<file path="config.mk">
export PLATFORM = sky130hd
export DESIGN_NAME = license_slot_allocator_core
export DESIGN_NICKNAME = d
export VERILOG_FILES = /design/src/lsa_pkg.sv /design/src/license_slot_allocator_core.sv /design/src/lsa_cell.sv
export SDC_FILE = /design/constraint.sdc
export NUM_CORES = 1
export LEC_CHECK = 0
export ABC_AREA = 0
export BUFFER_PORTS_ARGS = -buffer_cell sky130_fd_sc_hd__clkbuf_2
export CAP_MARGIN = 20
export CORE_ASPECT_RATIO = 1.1
export CORE_MARGIN = 2
export CORE_UTILIZATION = 48
export CTS_CLUSTER_DIAMETER = 150
export CTS_CLUSTER_SIZE = 40
export DETAILED_ROUTE_END_ITERATION = 16
export PLACE_DENSITY_LB_ADDON = 0.3
export SLEW_MARGIN = 20
export SYNTH_ARGS = -nofsm -noshare
export SYNTH_HDL_FRONTEND = slang
export SYNTH_SLANG_ARGS = --single-unit
</file>
<file path="constraint.sdc">
create_clock -name clk -period 2.7 [get_ports clk]
set_clock_uncertainty 0.05 [all_clocks]
set_input_delay 0.27 -clock clk [delete_from_list [all_inputs] [get_ports clk]]
set_output_delay 0.27 -clock clk [all_outputs]
set_load 0.005 [all_outputs]
</file>
<file path="src/lsa_pkg.sv">
// Package with the types and constants shared by the slot allocator cell chain and its top level.
package lsa_pkg;

	localparam int NUM_SLOTS = 16;
	localparam int OWNER_W   = 22;
	localparam int IDX_W     = 8;
	localparam int SLOT_W    = 4;
	localparam int CNT_W     = 5;

	localparam logic [1:0] ST_GRANT   = 2'd0;
	localparam logic [1:0] ST_RELEASE = 2'd1;
	localparam logic [1:0] ST_FAIL    = 2'd2;

	localparam logic REQ_ACQUIRE = 1'b0;
	localparam logic REQ_RELEASE = 1'b1;

	// Request token that walks down the chain of slot cells.
	typedef struct packed {
		logic               live;      // owner id is nonzero
		logic               kind;      // REQ_ACQUIRE or REQ_RELEASE
		logic [OWNER_W-1:0] owner;
		logic [IDX_W-1:0]   slot_index;
		logic               hit;       // some cell has granted or released
		logic [IDX_W-1:0]   slot;      // granted slot
	} req_tok_t;

endpackage

</file>
<file path="src/license_slot_allocator_core.sv">
// Top level of the license slot allocator: request register, chain of slot cells, reply register.
// Usage:
// A request is taken at a rising edge where start is high and busy is low. req_type selects
// acquire (lowest free slot is given to owner_id) or release (slot_index is freed if it holds
// owner_id). Owner id zero, a full table, an out-of-range slot or a foreign owner all fail.
// The request is registered, then walks the chain of NUM_SLOTS slot cells, one cell per
// cycle; each cell owns one slot and acts on the request as it passes. Every request gives
// exactly one reply, shown for one cycle with done high: status, reply_slot, reply_owner and
// slots_in_use (count after the request).
// Busy stays high until the reply is shown, so a new request is taken only once the previous
// one has walked the whole cell chain and given its reply.
// The reply cannot be held off: it must be taken in the cycle that done is high.
// An asynchronous reset (arst_n low) frees every slot and clears the count and busy.
module license_slot_allocator_core (
	input  logic                         clk,
	input  logic                         arst_n,
	input  logic                         start,
	output logic                         busy,
	input  logic                         req_type,
	input  logic [lsa_pkg::OWNER_W-1:0]  owner_id,
	input  logic [lsa_pkg::IDX_W-1:0]    slot_index,
	output logic                         done,
	output logic [1:0]                   status,
	output logic [lsa_pkg::SLOT_W-1:0]   reply_slot,
	output logic [lsa_pkg::OWNER_W-1:0]  reply_owner,
	output logic [lsa_pkg::CNT_W-1:0]    slots_in_use
);
	import lsa_pkg::*;

	logic                busy_q;
	logic                in_vld_q;
	req_tok_t            in_tok_q;
	logic                done_q;
	logic [1:0]          status_q;
	logic [SLOT_W-1:0]   reply_slot_q;
	logic [OWNER_W-1:0]  reply_owner_q;
	logic [CNT_W-1:0]    count_q;

	logic                tok_vld [0:NUM_SLOTS];
	req_tok_t            tok     [0:NUM_SLOTS];
	logic [NUM_SLOTS-1:0] occ;

	logic                accept;
	logic                exit_vld;
	req_tok_t            exit_tok;
	logic [CNT_W-1:0]    count_next;
	logic [1:0]          status_next;

	assign accept = start && !busy_q;

	assign tok_vld[0] = in_vld_q;
	assign tok[0]     = in_tok_q;

	for (genvar i = 0; i < NUM_SLOTS; i++) begin : g_cell
		lsa_cell u_cell (
			.clk         (clk),
			.arst_n      (arst_n),
			.cell_idx    (IDX_W'(i)),
			.tok_vld_in  (tok_vld[i]),
			.tok_in      (tok[i]),
			.tok_vld_out (tok_vld[i+1]),
			.tok_out     (tok[i+1]),
			.occupied    (occ[i])
		);
	end

	assign exit_vld = tok_vld[NUM_SLOTS];
	assign exit_tok = tok[NUM_SLOTS];

	always_comb begin
		count_next  = count_q;
		status_next = ST_FAIL;
		if (exit_tok.hit) begin
			if (exit_tok.kind == REQ_ACQUIRE) begin
				status_next = ST_GRANT;
				count_next  = count_q + CNT_W'(1);
			end else begin
				status_next = ST_RELEASE;
				if (count_q != '0) begin
					count_next = count_q - CNT_W'(1);
				end
			end
		end
	end

	always_ff @(posedge clk or negedge arst_n) begin
		if (!arst_n) begin
			busy_q   <= 1'b0;
			in_vld_q <= 1'b0;
			done_q   <= 1'b0;
			count_q  <= '0;
		end else begin
			in_vld_q <= accept;
			done_q   <= exit_vld;
			if (accept) begin
				busy_q <= 1'b1;
			end else if (exit_vld) begin
				busy_q <= 1'b0;
			end
			if (exit_vld) begin
				count_q <= count_next;
			end
		end
	end

	always_ff @(posedge clk) begin
		if (accept) begin
			in_tok_q.live       <= (owner_id != '0);
			in_tok_q.kind       <= req_type;
			in_tok_q.owner      <= owner_id;
			in_tok_q.slot_index <= slot_index;
			in_tok_q.hit        <= 1'b0;
			in_tok_q.slot       <= '0;
		end
		if (exit_vld) begin
			status_q      <= status_next;
			reply_slot_q  <= (status_next == ST_GRANT) ? exit_tok.slot[SLOT_W-1:0] : '0;
			reply_owner_q <= exit_tok.owner;
		end
	end

	assign busy         = busy_q;
	assign done         = done_q;
	assign status       = status_q;
	assign reply_slot   = reply_slot_q;
	assign reply_owner  = reply_owner_q;
	assign slots_in_use = count_q;

	// The reply appears in the same cycle that busy drops.
	a_done_not_busy: assert property (@(posedge clk) disable iff (!arst_n)
		done_q |-> !busy_q)
		else $error("reply shown while a request is still in flight");

	// An accepted request comes back as a reply, with done high, after the full chain walk.
	a_latency: assert property (@(posedge clk) disable iff (!arst_n)
		(start && !busy_q) |-> ##(NUM_SLOTS + 2) done_q)
		else $error("reply did not arrive after the chain walk");

	// When idle, the count agrees with the number of occupied cells.
	a_count_match: assert property (@(posedge clk) disable iff (!arst_n)
		!busy_q |-> (count_q == CNT_W'($countones(occ))))
		else $error("slot count disagrees with occupied cells");

	// A grant never comes with a table that was already full.
	a_grant_room: assert property (@(posedge clk) disable iff (!arst_n)
		(done_q && status_q == ST_GRANT) |-> (count_q != '0 && count_q <= CNT_W'(NUM_SLOTS)))
		else $error("grant reported with an impossible slot count");

endmodule

</file>
<file path="src/lsa_cell.sv">
// One slot cell: holds a single slot owner and passes the request token to the next cell.
module lsa_cell (
	input  logic                       clk,
	input  logic                       arst_n,
	input  logic [lsa_pkg::IDX_W-1:0]  cell_idx,
	input  logic                       tok_vld_in,
	input  lsa_pkg::req_tok_t          tok_in,
	output logic                       tok_vld_out,
	output lsa_pkg::req_tok_t          tok_out,
	output logic                       occupied
);
	import lsa_pkg::*;

	logic [OWNER_W-1:0] owner_q;
	logic               vld_q;
	req_tok_t           tok_q;
	logic               active;
	logic               acq_hit;
	logic               rel_hit;
	req_tok_t           tok_next;

	assign active  = tok_vld_in && tok_in.live && !tok_in.hit;
	assign acq_hit = active && (tok_in.kind == REQ_ACQUIRE) && (owner_q == '0);
	assign rel_hit = active && (tok_in.kind == REQ_RELEASE)
		&& (tok_in.slot_index == cell_idx) && (owner_q == tok_in.owner);

	always_comb begin
		tok_next = tok_in;
		if (acq_hit || rel_hit) begin
			tok_next.hit = 1'b1;
		end
		if (acq_hit) begin
			tok_next.slot = cell_idx;
		end
	end

	always_ff @(posedge clk or negedge arst_n) begin
		if (!arst_n) begin
			owner_q <= '0;
			vld_q   <= 1'b0;
		end else begin
			vld_q <= tok_vld_in;
			if (acq_hit) begin
				owner_q <= tok_in.owner;
			end else if (rel_hit) begin
				owner_q <= '0;
			end
		end
	end

	always_ff @(posedge clk) begin
		tok_q <= tok_next;
	end

	assign tok_vld_out = vld_q;
	assign tok_out     = tok_q;
	assign occupied    = (owner_q != '0);

endmodule
</file>
==> results.py, run 1 <==
metrics = {
    "status": {
        "outcome": "complete, no violations",
    },
    "synth": {
        "synth_xor_xnor_area_share": 0.0976,
        "syn_inst": 2234,
        "yosysTopAreaCell": "dfxtp_1",
        "synth_top_cell_area_share": 0.356,
        "ys_ff_latch": 1004,
        "ys_async_sr_fraction": 0.375,
        "yosysUniqueCellTypes": 39,
        "yosys-top-cells-area": "dfxtp_1, dfrtp_1, a22o_1",
        "synth-simple-area-share": 0.0852,
        "synth_top_family_by_area": "compound AO/OA/AOI/OAI gates",
        "synthAdderAreaFrac": 0.00180,
        "synth_compound_area_frac": 0.0981,
        "postSynthNetCount": 2272,
        "yosys_warnings": 0,
        "synth_edf_count": 60,
        "seq_area_frac_synth": 0.707,
        "syn_area_um2": 31900,
        "synth_common_cells": "dfxtp_1, dfrtp_1, a22o_1, xnor2_1, nor4_1",
        "synthMuxAreaShare": 0.000353,
        "yosysMostFrequentCell": "dfxtp_1",
        "dominantRegCellSynth": "dfxtp_1",
        "avgSynthCellArea_um2": 14.3,
    },
    "drt": {
        "antenna_left": 0,
        "dr.pass1.iters": 5,
        "drt_iter0_drc": 1390,
        "wire_per_inst_um": 20.5,
        "num_vias": 17900,
        "drt_wl_total_mm": 66.6,
        "drc": 0,
        "vias_per_cell": 5.53,
    },
    "cts": {
        "clk_latency_ps": 670,
        "clockBufferDepth": 3,
        "post_cts_buffers": 0,
        "clkSinkCount": 1004,
        "cts_hold_buf": 33,
        "cts-buffers-inserted": 29,
        "htreeDepth": 1,
        "cts_resized": 0,
        "cts_tree": "built",
        "clockRootBuffer": "clkbuf_16",
        "clkTransAtPathRegs_ps": 140,
    },
    "floorplan": {
        "rows": 99,
        "io-pin-count": 69,
        "core-area_um2": 66000,
        "die_h_um": 275,
        "initial_core_util": 0.484,
        "die_x_um": 250,
        "die_area_um2": 68600,
    },
    "final_layout": {
        "num_antenna_cells": 0,
        "fillers": 5519,
        "final_nets": 2398,
        "drive_above_1_share": 0.0869,
        "fin_cells": 3241,
        "synthToLayoutAreaGrowth_pct": 9.02,
    },
    "setup_path": {
        "worstSetupPathType": "register to register",
        "cp.arrival_ps": 3120,
        "cp-start-kind": "register",
        "r2r_cells": 6,
        "cp.required_ps": 3220,
        "cp-end-kind": "register",
        "critPathMaxFanout": 16,
    },
    "timing": {
        "maxSlewHeadroom": 0.511,
        "tightest_slew_ps": 727,
        "rsz0062_at_grt": "no",
        "setup_viol": 0,
        "fin_setup_tns_ps": 0,
        "period_needed_ps": 2590,
        "final_max_slew_viol_count": 0,
        "fmax_ghz": 0.385,
        "hold_violations": 0,
        "min_period_over_period": 0.961,
    },
    "grt": {
        "grt_busiest_layer": "met2",
        "use_met1": 0.267,
        "use_met3": 0.0234,
        "grt_pass1_vias": 18300,
        "antenna_found_initial": 0,
        "grt_max_degree": 82,
        "grt_usage": 0.195,
        "overflow": 0,
        "grt_pass1_wl_mm": 106,
        "grt_util_met2": 0.329,
    },
    "job": {
        "cap_violations": 0,
    },
    "place": {
        "port_buffers": 68,
        "placed_cells": 3154,
        "gp_congestion": 0.858,
        "hpwl_mm": 49.1,
    },
    "power_and_ir_drop": {
        "ir_drop_mv": 0.531,
        "p_leak_nw": 14.5,
        "p_per_area_nw_per_um2": 766,
    },
    "worst_hold_path": {
        "min_path_type": "input port to asynchronous set/reset pin",
    },
}
where the power goes:
part,internal (W),switching [W]
sequential,0.0161,0.00115
clock,0.00212,0.00415
combinational,0.00180,0.00130
state kept, by name, indices dropped and copies added, names as in the netlist:
| signal | flops |
|---|---|
| busy | 1 |
| done | 1 |
| g_cell.u_cell.owner_q | 352 |
| g_cell.u_cell.tok_out | 568 |
| g_cell.u_cell.tok_vld_out | 16 |
| in_tok_q | 32 |
| in_vld_q | 1 |
| reply_owner | 22 |
| reply_slot | 4 |
| slots_in_use | 5 |
| status | 2 |
metal layers:
metal,vias up,wire (um),part of all wire
met3,78,2610,0.039
met1,9141,29600,0.44
met2,359,32500,0.49
met5,-,0,0
met4,0,1850,0.028
li1,8330,-,-
logic make-up (layout without fill, tap and decap cells):
group | count (synthesis) | count (layout)
fa+ha+maj | 4 | 4
xor+xnor | 356 | 356
mux | 1 | 1
simple gates | 442 | 442
compound gates | 360 | 360
buf+inv | 67 | 216
flops | 1004 | 1004
path summary, 6_finish.rpt:
path | from | slack, ps | to
setup / recovery | g_cell[15].u_cell.owner_q[17] | 110 | g_cell[15].u_cell.owner_q[18]
hold / removal | arst_n | 50 | slots_in_use[1]
setup reg to reg | g_cell[15].u_cell.owner_q[17] | 110 | g_cell[15].u_cell.owner_q[18]
hold reg to reg | g_cell[9].u_cell.tok_out[10] | 280 | g_cell[10].u_cell.tok_out[10]
max in group asynchronous | arst_n | 1580 | g_cell[4].u_cell.owner_q[13]
min in group clk | owner_id[6] | 260 | in_tok_q[23]
critical path, stage by stage, from the launching register on:
cell	delay, ps
dfrtp_1	440
xnor2_1	310
nand4_1	140
nor4b_1	560
nand4_1	410
buf_4	330
a22o_1	250
cell type report:
cell class	instances	area, um2	share of cell area
Clock buffer	52	812	0.0233
Clock inverter	2	50.0	0.00144
Inverter	2	7.51	0.000216
Multi-Input combinational cell	1163	9100	0.261
Sequential cell	1004	22600	0.649
Tap cell	858	1070	0.0308
Timing Repair Buffer	160	1190	0.0341
cell usage in the layout, fill, tap and decap left out, types with 5 or more instances in the layout:
master	instances
dlygate4sd3_1	33
nor3_1	45
and2_1	6
xnor2_1	280
edfxtp_1	60
nor4_4	5
or2_2	28
dfrtp_1	376
nand4_1	96
nor4b_1	11
dfxtp_1	568
clkbuf_2	67
clkbuf_1	23
buf_4	54
nand4b_1	14
xor2_1	76
nor2_1	21
nand2_1	39
buf_12	5
nor4_1	110
or4_1	7
nor3_2	10
nor2b_1	17
clkbuf_16	29
nand3b_1	6
a22o_1	349
nand3_1	12
through the flow:
step                cell area, um2  setup WS (ps)  utilization  power (W)  hold WS, ps
floorplan                    31900            336            -     0.0196        -75.6
global placement             33600            256        0.509     0.0205          209
detailed placement           33600            217        0.509     0.0206          218
CTS                          34800            169        0.527     0.0269         72.7
global route                 34800           48.9        0.527     0.0278         78.4
finish                       34800            105        0.527     0.0267         54.0
Note: power is estimated with default switching activity, not from simulation.
==> run 2: changes to the inputs <==
- ABC_AREA: 0 -> 1
==> run 2 against run 1 <==
Effect of this change:
- register-to-register slack better by 540 ps
- global-route usage is 0.61 points higher
- utilization shrank 0.44 points
- fmax is 26% higher
- total power down 19%
- design area grew 16%
- hold slack improved by 45 ps
- via count is 53% higher
- die area rose by 17%
- critical endpoint is now g_cell[0].u_cell.owner_q[5]
==> results.py, run 2 <==
metrics = {
    "timing": {
        "period_needed_ps": 2060,
        "maxSlewHeadroom": 0.447,
        "hold_violations": 0,
        "fin_setup_tns_ps": 0,
        "hold_ws_ps": 99.0,
        "fmax_ghz": 0.486,
        "min_period_over_period": 0.762,
        "setup_viol": 0,
        "rsz0062_at_grt": "no",
        "final_max_slew_viol_count": 0,
        "tightest_slew_ps": 827,
    },
    "synth": {
        "synth_top_cell_area_share": 0.303,
        "postSynthNetCount": 4531,
        "ys_async_sr_fraction": 0.375,
        "syn_area_um2": 37500,
        "yosysUniqueCellTypes": 35,
        "yosys-top-cells-area": "dfxtp_1, dfrtp_1, nand2_1",
        "ys_ff_latch": 1004,
        "seq_area_frac_synth": 0.602,
        "synth_edf_count": 60,
        "dominantRegCellSynth": "dfxtp_1",
        "synth_common_cells": "nand2_1, dfxtp_1, inv_1, nand3_1, nor2_1",
        "syn_inst": 4493,
        "yosysTopAreaCell": "dfxtp_1",
        "avgSynthCellArea_um2": 8.35,
        "yosys_warnings": 0,
        "yosysMostFrequentCell": "nand2_1",
    },
    "floorplan": {
        "io-pin-count": 69,
        "initial_core_util": 0.485,
        "die_h_um": 297,
        "die_area_um2": 80400,
        "core-area_um2": 77400,
        "rows": 107,
        "die_x_um": 271,
    },
    "drt": {
        "drt_wl_total_mm": 81.6,
        "wl_met3_mm": 3.03,
        "wire_per_inst_um": 14.4,
        "met1_length_mm": 36.7,
        "wl_met2_mm": 40.2,
        "antenna_left": 0,
        "dr.pass1.iters": 5,
        "num_vias": 27400,
        "drc": 0,
        "drt_iter0_drc": 2119,
        "vias_per_cell": 4.84,
        "maxUsedRoutingLayer": "met4",
    },
    "setup_path": {
        "timing.rr.end": "g_cell[0].u_cell.owner_q[5]",
        "r2r_cells": 6,
        "r2r_start": "g_cell[0].u_cell.owner_q[18]",
        "cp-end-kind": "register",
        "cp.required_ps": 3190,
        "worstSetupPathType": "register to register",
        "cp-start-kind": "register",
        "critPathMaxFanout": 22,
        "r2r_setup_slack_ps": 640,
        "cp.arrival_ps": 2540,
    },
    "grt": {
        "overflow": 0,
        "antenna_found_initial": 1,
        "grt_pass1_wl_mm": 135,
        "grt_max_degree": 84,
        "grt_usage": 0.202,
        "grt_pass1_vias": 25900,
    },
    "cts": {
        "clkTransAtPathRegs_ps": 140,
        "clockBufferDepth": 3,
        "cts_tree": "built",
        "clockRootBuffer": "clkbuf_16",
        "cts-buffers-inserted": 29,
        "cts_resized": 0,
        "clk_latency_ps": 680,
        "htreeDepth": 1,
        "clkSinkCount": 1004,
    },
    "final_layout": {
        "drive_above_1_share": 0.0515,
        "final_cell_mix": "nand2_1, dfxtp_1, inv_1, nand3_1, nor2_1",
        "multi_input_area_um2": 12200,
        "largest_reg_flops": 568,
        "mostFrequentLayoutCell": "nand2_1",
        "synthToLayoutAreaGrowth_pct": 7.82,
        "fin_area_um2": 40500,
        "seq_area_um2": 22600,
        "fillers": 7275,
        "final_nets": 4637,
        "num_antenna_cells": 0,
    },
    "worst_hold_path": {
        "min_path_type": "input port to asynchronous set/reset pin",
    },
    "power_and_ir_drop": {
        "p_per_area_nw_per_um2": 535,
        "p_leak_nw": 20.5,
        "ir_drop_mv": 0.538,
    },
    "place": {
        "port_buffers": 68,
        "place_area_um2": 39300,
        "gp_congestion": 0.890,
        "hpwl_mm": 59.8,
    },
    "status": {
        "outcome": "complete, no violations",
    },
    "job": {
        "cap_violations": 0,
    },
}
-- run 2: changes by cell type after synthesis, moves of 62 or more --
cell / previous run / this run
a22o_1: 349 / 0
inv_1: 2 / 548
nand2_1: 39 / 1488
nand3_1: 12 / 523
nor2_1: 21 / 427
nor4_1: 110 / 26
o21ai_0: 1 / 63
xnor2_1: 280 / 29
-- run 2: critical path, stage by stage, from the launching register on --
cell and delay [ps]:
dfrtp_1 440, nor3_1 330, nand3_1 110, nor3_1 140
nand2_1 510, nand3_1 270, nand2_1 70
-- run 2: layer usage --
metal  up-vias  global-route usage
met5         -                   0
met4         0              0.0442
li1      14100                   -
met3        94              0.0149
met2       525               0.350
met1     12700               0.277
-- run 2: worst max-delay path by stage --
stage | from | endpoint | slack, ps
3_5_place_dp | g_cell[0].u_cell.owner_q[18] | g_cell[0].u_cell.owner_q[7] | 710
5_1_grt | g_cell[0].u_cell.owner_q[18] | g_cell[0].u_cell.owner_q[5] | 460
2_1_floorplan | g_cell[15].u_cell.tok_vld_out | slots_in_use[0] | 1060
4_1_cts | g_cell[0].u_cell.owner_q[18] | g_cell[0].u_cell.owner_q[6] | 660
6_report | g_cell[0].u_cell.owner_q[18] | g_cell[0].u_cell.owner_q[5] | 640
3_3_place_gp | g_cell[1].u_cell.owner_q[8] | g_cell[1].u_cell.owner_q[7] | 760
-- run 2: cell families after synthesis --
logic type / after synthesis / synth area share
and+or+nand+nor: 2650 / 0.298
DFF: 1004 / 0.602
buffers and inverters: 680 / 0.0722
AOI/OAI and AO/OA: 94 / 0.0125
xor gates and xnor gates: 61 / 0.0142
adders and majority gates: 4 / 0.00153
-- run 2: timing repair --
action | CTS | global route
hold endpoints to repair | 203 | 0
setup endpoints to repair | 0 | 0
hold buffers | 33 | 0
setup buffers | 0 | 0
-- run 2: through the flow --
| stage | setup WS (ps) | total power (W) | util | instances |
|---|---|---|---|---|
| 2_1_floorplan | 1060 | 0.0153 | - | 4493 |
| 3_3_place_gp | 760 | 0.0155 | 0.507 | 5570 |
| 3_5_place_dp | 712 | 0.0155 | 0.507 | 5570 |
| 4_1_cts | 663 | 0.0219 | 0.523 | 5657 |
| 5_1_grt | 464 | 0.0224 | 0.523 | 5657 |
| 6_report | 644 | 0.0216 | 0.523 | 5657 |
-- run 2: where the power goes --
part | switching (W) | total, W | internal [W]
combinational | 0.000144 | 0.000212 | 0.0000688
clock | 0.00428 | 0.00641 | 0.00213
sequential | 0 | 0.0150 | 0.0150
total | 0.00442 | 0.0216 | 0.0172
-- run 2: area by class of cell --
cell class              count  area share
flip-flops and latches   1004       0.558
multi-input cells        2809       0.302
inverters                 582      0.0540
repair buffers            173      0.0320
well taps                1035      0.0320
clock buffers              51      0.0200
clock inverters             3     0.00152
==> run 3: changes to the inputs <==
- clock period: 2.7 -> 2.1 ns (I/O delays scaled with it)
==> run 3 against run 2 <==
Effect of this change:
- final cell count grew 0.42%
- critical endpoint is now g_cell[1].u_cell.owner_q[8]
- utilization grew 0.25 points
- non-clock buffer count grew 24
- clock power grew 27%
- worst setup slack lost 420 ps
- critical path depth grew 1
- sequential power grew 29%
- first-iteration DRC count grew 14%
- hold slack gained 96 ps
- via count grew 0.23%
- global-route usage grew 0.19 points
- total power grew 28%
==> results.py, run 3 (same netlist as run 2, synthesis figures left out) <==
metrics = {
    "grt": {
        "grt_usage": 0.204,
        "overflow": 0,
        "grt_max_degree": 88,
        "grt_pass1_vias": 26100,
        "grt_pass1_wl_mm": 136,
        "antenna_found_initial": 2,
    },
    "timing": {
        "fin_setup_tns_ps": 0,
        "period_needed_ps": 1880,
        "rsz0062_at_grt": "no",
        "min_period_over_period": 0.896,
        "hold_violations": 0,
        "final_max_slew_viol_count": 0,
        "tightest_slew_ps": 521,
        "fmax_ghz": 0.532,
        "setup_viol": 0,
        "maxSlewHeadroom": 0.653,
    },
    "drt": {
        "drt_wl_total_mm": 81.7,
        "wl_met2_mm": 40.4,
        "antenna_left": 0,
        "drt_iter0_drc": 2407,
        "vias_per_cell": 4.83,
        "wire_per_inst_um": 14.4,
        "num_vias": 27400,
        "maxUsedRoutingLayer": "met5",
        "dr.pass1.iters": 5,
        "met1_length_mm": 36.7,
        "drc": 0,
        "wl_met3_mm": 3.07,
    },
    "place": {
        "hpwl_mm": 59.8,
        "port_buffers": 68,
        "place_area_um2": 39400,
        "gp_congestion": 0.908,
    },
    "setup_path": {
        "cp_top_family": "simple AND/OR/NAND/NOR gates",
        "cp.required_ps": 2560,
        "cp.arrival_ps": 2340,
        "critPathMaxFanout": 15,
        "cpMaxStageDelayCell": "dfrtp_1",
        "path_buf_inv": 1,
        "cp-start-kind": "register",
        "crit_chain": "nor2_1 > nand4_1 > nor3_1 > nand3_1 > buf_4 > nand3_1 > nand2_1",
        "r2r_setup_slack_ps": 220,
        "cp-end-kind": "register",
        "critPathMaxStageDelay_ps": 430,
        "cpMostUsedCell": "nand3_1",
        "worstSetupPathType": "register to register",
    },
    "cts": {
        "cts_tree": "built",
        "htreeDepth": 1,
        "clk_latency_ps": 670,
        "cts-buffers-inserted": 29,
        "clockRootBuffer": "clkbuf_16",
        "clockBufferDepth": 3,
        "clkSinkCount": 1004,
        "clkTransAtPathRegs_ps": 140,
    },
    "worst_hold_path": {
        "min_path_type": "input port to register",
    },
    "floorplan": {
        "initial_core_util": 0.485,
        "die_h_um": 297,
        "core-area_um2": 77400,
        "rows": 107,
        "io-pin-count": 69,
        "die_area_um2": 80400,
        "die_x_um": 271,
    },
    "power_and_ir_drop": {
        "p_leak_nw": 20.6,
        "ir_drop_mv": 0.787,
        "total_power_w": 0.0278,
        "p_per_area_nw_per_um2": 683,
    },
    "final_layout": {
        "fin_util": 0.525,
        "multi_input_area_um2": 12200,
        "drive_above_1_share": 0.0564,
        "fillers": 7191,
        "seq_area_um2": 22600,
        "largest_reg_flops": 568,
        "final_cell_mix": "nand2_1, dfxtp_1, inv_1, nand3_1, nor2_1",
        "final_nets": 4661,
        "mostFrequentLayoutCell": "nand2_1",
        "num_antenna_cells": 0,
        "fin_area_um2": 40700,
        "synthToLayoutAreaGrowth_pct": 8.33,
    },
    "job": {
        "cap_violations": 0,
    },
    "status": {
        "outcome": "complete, no violations",
    },
}
run 3: changes by cell type in the layout (fill, tap and decap cells not counted):
cell | before | now
buf_4 | 66 | 89
buf_12 | 6 | 7
nand3_1 | 523 | 522
clkbuf_1 | 22 | 23
inv_8 | 1 | 0
nand3_2 | 1 | 2
run 3: layout make-up:
| type | count | share of cell area |
|---|---|---|
| flip-flops and latches | 1004 | 0.555 |
| well taps | 1035 | 0.0319 |
| clock buffers | 52 | 0.0200 |
| multi-input cells | 2809 | 0.301 |
| clock inverters | 2 | 0.00123 |
| repair buffers | 197 | 0.0366 |
| inverters | 582 | 0.0537 |
run 3: final timing paths:
path | depth (start not counted) | from | endpoint
max in group asynchronous | 3 | arst_n | g_cell[6].u_cell.owner_q[18]
hold / removal | 2 | slot_index[4] | in_tok_q[13]
min in group asynchronous | 3 | arst_n | g_cell[0].u_cell.owner_q[8]
setup reg to reg | 7 | g_cell[1].u_cell.owner_q[9] | g_cell[1].u_cell.owner_q[8]
setup / recovery | 7 | g_cell[1].u_cell.owner_q[9] | g_cell[1].u_cell.owner_q[8]
hold reg to reg | 0 | g_cell[0].u_cell.tok_out[30] | g_cell[1].u_cell.tok_out[30]
run 3: per-stage QoR:
stage | setup WS, ps | std cells | hold slack (ps)
floorplan | 460 | 4493 | -136
global placement | 232 | 5593 | 63.2
detailed placement | 222 | 5593 | 66.0
CTS | 168 | 5681 | 117
global route | 113 | 5681 | 173
finish | 219 | 5681 | 196
run 3: what timing repair did:
item | in CTS | in global routing
endpoints found under the hold margin | 410 | 0
hold buffers | 34 | 0
buffers inserted | 0 | 0
resized for setup | 0 | 1
setup endpoints to repair | 0 | 1
run 3: routing by layer:
metal	vias to the layer above	GRT usage
met4	2	0.0449
met1	12800	0.274
met2	483	0.357
li1	14100	-
met5	-	0
met3	90	0.0178
run 3: report_power, final:
group	switching [W]	leakage [nW]	total, W	internal, W
Clock	0.00543	0.406	0.00815	0.00273
Sequential	0	10.6	0.0193	0.0193
Combinational	0.000190	9.66	0.000277	0.0000874
Total	0.00562	20.6	0.0278	0.0221
